==> config.mk <==
export PLATFORM = sky130hd
export DESIGN_NAME = rstk_out_fifo
export DESIGN_NICKNAME = d
export VERILOG_FILES = /design/src/hw/rtl/record_stack_top_defines.svh /design/src/hw/rtl/rstk_pkg.sv /design/src/hw/rtl/rstk_out_fifo.sv
export SDC_FILE = /design/constraint.sdc
export NUM_CORES = 1
export LEC_CHECK = 0
export BUFFER_PORTS_ARGS = -buffer_cell sky130_fd_sc_hd__buf_4
export CAP_MARGIN = 40
export CORE_MARGIN = 2
export CORE_UTILIZATION = 31
export DETAILED_ROUTE_END_ITERATION = 12
export PLACE_DENSITY_LB_ADDON = 0.15
export SETUP_SLACK_MARGIN = 0.05
export SLEW_MARGIN = 10
export SYNTH_ARGS = -nofsm -noshare
export SYNTH_HDL_FRONTEND = slang
export SYNTH_SLANG_ARGS = --single-unit
==> constraint.sdc <==
create_clock -name clk -period 2.7 [get_ports clk]
set_clock_uncertainty 0.1 [all_clocks]
set_input_delay 0.27 -clock clk [delete_from_list [all_inputs] [get_ports clk]]
set_output_delay 0.27 -clock clk [all_outputs]
set_load 0.01 [all_outputs]
==> src/hw/rtl/record_stack_top_defines.svh <==
// Assertion macros used by the record stack top RTL file.
`ifndef RECORD_STACK_TOP_DEFINES_SVH
`define RECORD_STACK_TOP_DEFINES_SVH

`ifndef SYNTHESIS

// Same-cycle implication, checked outside of reset.
`define RSTK_ASSERT_IMPL(lbl, ante, cons, msg) \
	lbl: assert property (@(posedge clk) disable iff (!arst_n) (ante) |-> (cons)) \
		else $error(msg);

// Next-cycle implication, checked outside of reset.
`define RSTK_ASSERT_NEXT(lbl, ante, cons, msg) \
	lbl: assert property (@(posedge clk) disable iff (!arst_n) (ante) |=> (cons)) \
		else $error(msg);

`else

`define RSTK_ASSERT_IMPL(lbl, ante, cons, msg)
`define RSTK_ASSERT_NEXT(lbl, ante, cons, msg)

`endif

`endif

==> src/hw/rtl/rstk_pkg.sv <==
// Shared constants and types of the record stack.
package rstk_pkg;

	// Storage sizing.
	localparam int DATA_DEPTH     = 1024;
	localparam int MAX_RECORDS    = 256;
	localparam int MAX_RECORD_LEN = 64;
	localparam int DATA_WIDTH     = 32;

	// Derived widths.
	localparam int ADDR_W    = $clog2(DATA_DEPTH);
	localparam int PTR_W     = $clog2(DATA_DEPTH + 1);
	localparam int REC_IDX_W = $clog2(MAX_RECORDS);
	localparam int CNT_W     = $clog2(MAX_RECORDS + 1);
	localparam int LEN_W     = $clog2(MAX_RECORD_LEN + 1);

	// Output queue sizing.
	localparam int OUT_DEPTH  = 4;
	localparam int OUT_PTR_W  = $clog2(OUT_DEPTH);
	localparam int OUT_LVL_W  = $clog2(OUT_DEPTH + 1);
	localparam int PEND_W     = OUT_LVL_W + 1;

	// Command codes.
	localparam logic CMD_PUSH = 1'b0;
	localparam logic CMD_POP  = 1'b1;

	// Result status codes.
	localparam logic [1:0] STAT_ELEM  = 2'd0;
	localparam logic [1:0] STAT_EMPTY = 2'd1;
	localparam logic [1:0] STAT_FULL  = 2'd2;

	// One result word as it enters the output queue.
	typedef struct packed {
		logic [DATA_WIDTH-1:0] value;
		logic                  last;
		logic [1:0]            status;
	} out_word_t;

endpackage

==> src/hw/rtl/rstk_out_fifo.sv <==
// Small output queue that decouples result production from the consumer.
module rstk_out_fifo (
	input  logic                               clk,
	input  logic                               arst_n,
	input  logic                               wr_en,
	input  rstk_pkg::out_word_t                wr_word,
	output logic [rstk_pkg::OUT_LVL_W-1:0]     level,
	output logic                               out_valid,
	input  logic                               out_stall,
	output logic signed [rstk_pkg::DATA_WIDTH-1:0] value_out,
	output logic                               last_out,
	output logic [1:0]                         status
);
	import rstk_pkg::*;

	out_word_t             words_q [OUT_DEPTH];
	logic [OUT_PTR_W-1:0]  wr_ptr_q;
	logic [OUT_PTR_W-1:0]  rd_ptr_q;
	logic [OUT_LVL_W-1:0]  level_q;
	logic                  rd_en;

	// A word leaves when it is shown and not stalled.
	assign out_valid = (level_q != '0);
	assign rd_en     = out_valid && !out_stall;
	assign level     = level_q;

	assign value_out = $signed(words_q[rd_ptr_q].value);
	assign last_out  = words_q[rd_ptr_q].last;
	assign status    = words_q[rd_ptr_q].status;

	// Queue storage.
	always_ff @(posedge clk) begin
		if (wr_en) begin
			words_q[wr_ptr_q] <= wr_word;
		end
	end

	// Pointers and fill level.
	always_ff @(posedge clk or negedge arst_n) begin
		if (!arst_n) begin
			wr_ptr_q <= '0;
			rd_ptr_q <= '0;
			level_q  <= '0;
		end else begin
			if (wr_en) begin
				wr_ptr_q <= wr_ptr_q + OUT_PTR_W'(1);
			end
			if (rd_en) begin
				rd_ptr_q <= rd_ptr_q + OUT_PTR_W'(1);
			end
			level_q <= level_q + OUT_LVL_W'(wr_en) - OUT_LVL_W'(rd_en);
		end
	end

endmodule

[Word-level counts from Yosys, hierarchy flattened]
Memories as Yosys holds them, arrays and structs flattened.
Cells that the tools add are included.
Word-level totals
  register bits: 7
  bits in latches: 0
  memory bits (writable): 140
  bits in read-only memories: 0
  output and inout bits: 39
  logic and storage cells: 13
  memories: 1
Cells by class
  add/sub/neg operators: 4
  multipliers: 0
  divide/modulo/power cells: 0
  order comparisons: 0
  equal/unequal tests: 0
  shift operators: 0
  muxes and demuxes: 2
  bitwise operators: 0
  reductions and logical operators: 3
Memories
  words_q: words 4, bits a word 35, read ports 1, clocked after memory_dff 0, write ports 1, RTL line rstk_out_fifo.sv:16  | out_word_t words_q [OUT_DEPTH];
Operator list (number)
  2-bit by 1-bit adder with 2-bit output, second input constant: 2
  3-bit by 1-bit adder with 3-bit output: 1
  3-bit nonzero test: 1
  3-bit by 1-bit subtractor with 3-bit output: 1
  1-bit 2-to-1 mux: 2
  1-bit logical AND: 1
  1-bit zero test: 1

[Longest topological paths before layout]
  depth after elaboration: 3
  depth in mapped cells: 8

[Worst setup path before layout]
No wires, ideal clock.
  kind: flip-flop to flip-flop
  start point: reg level_q[1] (netlist: level[1])
  end point: reg level_q[2] (netlist: level[2])
  setup time: 0.123 ns
  arrival time: 1.897 ns
  required time: 2.477 ns
  slack: 0.580 ns
  cell stages (with the launch flop): 9
  clock period less this slack: 2.120 ns
  cells stage by stage: dfrtp_1 -> nor3_1 -> nor2_1 -> ha_1 -> inv_1 -> ha_1 -> fa_1 -> xnor2_1 -> xnor2_1
Between the ends
  cells in the longest elaborated chain, start to end: 3
  elaborated cells between the ends (all ways): 4
  those cells by class: 2 x add/sub; 2 x reduce/logical
Ends and longest elaborated chain
  from (decl): RTL line rstk_out_fifo.sv:19  | logic [OUT_LVL_W-1:0] level_q;
  from (signal assigned): RTL line rstk_out_fifo.sv:51  | level_q <= level_q + OUT_LVL_W'(wr_en) - OUT_LVL_W'(rd_en);
  3-bit nonzero test: RTL line rstk_out_fifo.sv:23  | assign out_valid = (level_q != '0);
  1-bit logical AND: RTL line rstk_out_fifo.sv:24  | assign rd_en = out_valid && !out_stall;
  named net rd_en: RTL line rstk_out_fifo.sv:20  | logic rd_en;
  3-bit by 1-bit subtractor with 3-bit output: RTL line rstk_out_fifo.sv:51
The timed path passes the listed nets, and every way through them passes these cells.
A chain may end at the register's enable or synchronous reset.

[Final worst setup path]
  start point: reg rd_ptr_q[0]
  end point: out value_out[15] (netlist name)
Between the ends
  cells in the longest elaborated chain, start to end: 1
Ends and longest elaborated chain
  from (decl): RTL line rstk_out_fifo.sv:18  | logic [OUT_PTR_W-1:0] rd_ptr_q;
  from (signal assigned): RTL line rstk_out_fifo.sv:49  | rd_ptr_q <= rd_ptr_q + OUT_PTR_W'(1);
  memory 4 x 35 bit
  to (decl): RTL line rstk_out_fifo.sv:10  | output logic signed [rstk_pkg::DATA_WIDTH-1:0] value_out,
Every way passes these cells.

==> run_results.csv <==
group,metric,value,unit
outcome,status,"complete, no violations",
power_and_ir_drop,leakagePower,2.65,nW
drt,drtPass1Iterations,4,
sta,fmax,0.424,GHz
worst_setup_path,crit_slowest_cell,"mux4_2",
cells_and_area,syn_to_final_growth,34.8,%
yosys,synth_cell_type_count,18,
placement,dpl-instance-area,6380,µm²
global_route,grtUsageTotal,12.0,%
sta,max-slew-margin-rel,74.4,%
drt,avgRoutedWirePerCell,17.5,µm
yosys,synth_area,5500,µm²
job,drv_cap,0,
sta,slew_viol_final,0,
cells_and_area,layout-drive-gt1-share,41.8,%
cells_and_area,n_antenna_cell,0,
global_route,grt_max_degree,33,
floorplanning,io-pin-count,78,
yosys,ys_warn_count,0,
clock_network,cts_resized,0,
worst_setup_path,worstPathMaxFanout,13,
sta,worst_pin_slew,0.384,ns
yosys,synthMuxAreaShare,14.8,%
drt,avgViaCountPerCell,4.46,
min_path,whs_path_depth,3,
min_path,hold_start,"out_stall",
min_path,min_to,"rd_ptr_q[0]$_DFFE_PN0P_",
worst_setup_path,cp_top_family,"multiplexers",
worst_setup_path,crit_buf_inv,2,
floorplanning,fp-row-count,48,
floorplanning,fp.coreArea,17300,µm²
cells_and_area,fillers,1534,
worst_setup_path,critPathRequiredTime,2.33,ns
floorplanning,start_util,31.8,%
power_and_ir_drop,peakVddDrop,0.000527,V
worst_setup_path,r2r-end,"level[2]$_DFF_PN0_",
placement,dp_hpwl,6370,µm
sta,setup_viol_count_final,0,
worst_setup_path,cpPeakStageDelay,0.58,ns
clock_network,cts_setup_buffers,0,
worst_setup_path,r2r_start,"level[1]$_DFF_PN0_",
drt,ant_nets,0,
cells_and_area,final_design_area_no_fill,7410,µm²
clock_network,root_buffer,"clkbuf_16",
sta,period_share,87.5,%
worst_setup_path,critical_path_arrival,1.99,ns
floorplanning,die_area,18800,µm²
sta,hold_violations,0,
worst_setup_path,path_common_cell,"buf_4",
yosys,ys_seq_elements,147,
clock_network,clk_pin_slew_worst_paths,0.06,ns
floorplanning,die_x,137,µm
power_and_ir_drop,p_total,8.11,mW
clock_network,clockBufferDepth,2,
placement,port_buffers,77,
global_route,gr-total-overflow,0,
cells_and_area,num-nets-final,401,
sta,rsz0062_at_grt,"no",
global_route,antenna_found_initial,0,
worst_setup_path,reg2reg_depth,8,
yosys,synth_fa_ha_area_share,1.73,%
worst_setup_path,startpoint_type,"flip-flop",
worst_setup_path,worstSetupPathType,"flip-flop to primary output",
yosys,syn_avg_cell_area,25.2,µm²
yosys,syn-num-nets,264,
cells_and_area,final_core_util,42.9,%
sta,hold_ws,0.0571,ns
yosys,synth-simple-area-share,0.819,%
clock_network,cts_tree,"done",
drt,drt-initial-drc-count,192,
yosys,synth-xor-area-share,0.796,%
clock_network,cts_sinks,147,
yosys,synthCells,218,
yosys,synth-seq-area-share,79.6,%
sta,post-route-min-period,2.36,ns
min_path,hp-class,"primary input to flip-flop",
floorplanning,die_y,137,µm
yosys,synth_top_family_by_area,"multiplexers",
global_route,grt_pass1_wl,15700,µm
worst_setup_path,r2r_slack,0.49,ns
placement,gp_congestion,0.683,
clock_network,clock_latency,0.42,ns
global_route,grt_pass1_vias,2853,
drt,drc,0,
worst_setup_path,worst_setup_path_end_kind,"primary output",
drt,wl,10300,µm
worst_setup_path,path_cells,"buf_4 -> mux4_2 -> buf_4",
yosys,synth-compound-area-share,0.0910,%
drt,vias,2646,
clock_network,htree_levels,4,
sta,tns,0,ns
power_and_ir_drop,power_density,1090,nW/µm²
clock_network,numCtsBuffers,17,
## Yosys cell counts (all sizes together)
| library cell | count | area [µm²] |
|---|---|---|
| mux4 | 35 | 815 |
| fa | 1 | 20.0 |
| xor2 | 3 | 26.3 |
| o21ai | 1 | 5.00 |
| inv | 7 | 26.3 |
| nand2 | 1 | 3.75 |
| ha | 6 | 75.1 |
| and2 | 4 | 25.0 |
| nor3 | 1 | 5.00 |
| xnor2 | 2 | 17.5 |
| buf | 8 | 91.3 |
| dfrtp | 7 | 175 |
| edfxtp | 140 | 4200 |
| nor3b | 1 | 7.51 |
| nor2 | 1 | 3.75 |
## layer usage
layer	share of wire (%)	vias up	global-route usage, %	wire [µm]
met3	6.3	15	4.53	654
met4	1.7	0	5.33	180
met1	44	1367	14.8	4580
met2	48	74	18.8	4930
met5	0	-	0	0
li1	-	1190	-	-
## cell usage in the layout (no fill, tap or decap)
cell type      Yosys  layout
clkinvlp_4         0       3
inv_1              7       7
dfrtp_2            0       2
clkinv_4           0       2
nand2_1            1       1
nor3_1             1       1
dfrtp_1            7       5
clkbuf_1           0       1
dlygate4sd3_1      0      37
fa_1               1       1
mux4_1             7       7
nor3b_1            1       1
clkinv_2           0       3
edfxtp_1         140     140
ha_1               6       6
xnor2_1            2       2
bufinv_16          0       6
and2_2             0       4
clkbuf_16          0      17
mux4_2            28      28
nor2_1             1       1
buf_4              0      88
xor2_1             3       3
o21ai_0            1       1
buf_12             3       1
## worst max path at each step
stage,start,to,slack (ns),depth (start not counted)
after floorplan,level[1]$_DFF_PN0_,level[2]$_DFF_PN0_,0.58,8
after global placement,level[1]$_DFF_PN0_,level[2]$_DFF_PN0_,0.56,8
after detailed placement,level[1]$_DFF_PN0_,level[2]$_DFF_PN0_,0.51,8
after CTS,rd_ptr_q[0]$_DFFE_PN0P_,value_out[15],0.26,3
after global routing,rd_ptr_q[0]$_DFFE_PN0P_,value_out[15],0.21,3
final,rd_ptr_q[0]$_DFFE_PN0P_,value_out[15],0.34,3
## sequential cells by signal (all words and copies together) (netlist names)
name / count
words_q: 140
rd_ptr_q: 2
level: 3
wr_ptr_q: 2
## per-stage QoR
step           setup WS [ns]  instances
6_report               0.339        593
5_1_grt                0.206        593
4_1_cts                0.262        593
3_5_place_dp           0.507        524
3_3_place_gp           0.564        524
2_1_floorplan          0.580        218
## where the power goes
group | internal, mW | leakage, nW | switching [mW] | total (mW)
registers | 3.00 | 1.37 | 0.179 | 3.18
logic | 1.22 | 0.964 | 1.10 | 2.32
clock network | 1.73 | 0.316 | 0.884 | 2.61
total | 5.94 | 2.65 | 2.16 | 8.11
## cell families (layout without fill, tap and decap cells)
group           Yosys count  in the layout
xor+xnor                  5              5
mux                      35             35
flops                   147            147
fa+ha+maj                 7              7
compound gates            1              1
buf+inv                  15            165
simple gates              8              8
## worst reg2reg max path, cell delays in order (launching register included)
cell and delay, ns:
dfrtp_1 0.40, nor3_1 0.31, nor2_1 0.12, ha_1 0.29, inv_1 0.04, ha_1 0.18
fa_1 0.39, xnor2_1 0.19, xnor2_1 0.13
## area by class of cell
| type | count | area [µm²] | area share [%] |
|---|---|---|---|
| Timing Repair Buffer | 126 | 1050 | 14.2 |
| Tap cell | 225 | 282 | 3.80 |
| Sequential cell | 147 | 4380 | 59.1 |
| Clock buffer | 18 | 429 | 5.79 |
| Inverter | 7 | 26.3 | 0.354 |
| Clock inverter | 14 | 235 | 3.17 |
| Multi-Input combinational cell | 56 | 1010 | 13.6 |
## what timing repair did
| item | in CTS | in global routing |
|---|---|---|
| endpoints found under the setup margin | 0 | 0 |
| hold buffers | 37 | 0 |
| hold endpoints to repair | 149 | 0 |
Note: power is estimated with default switching activity, not from simulation.
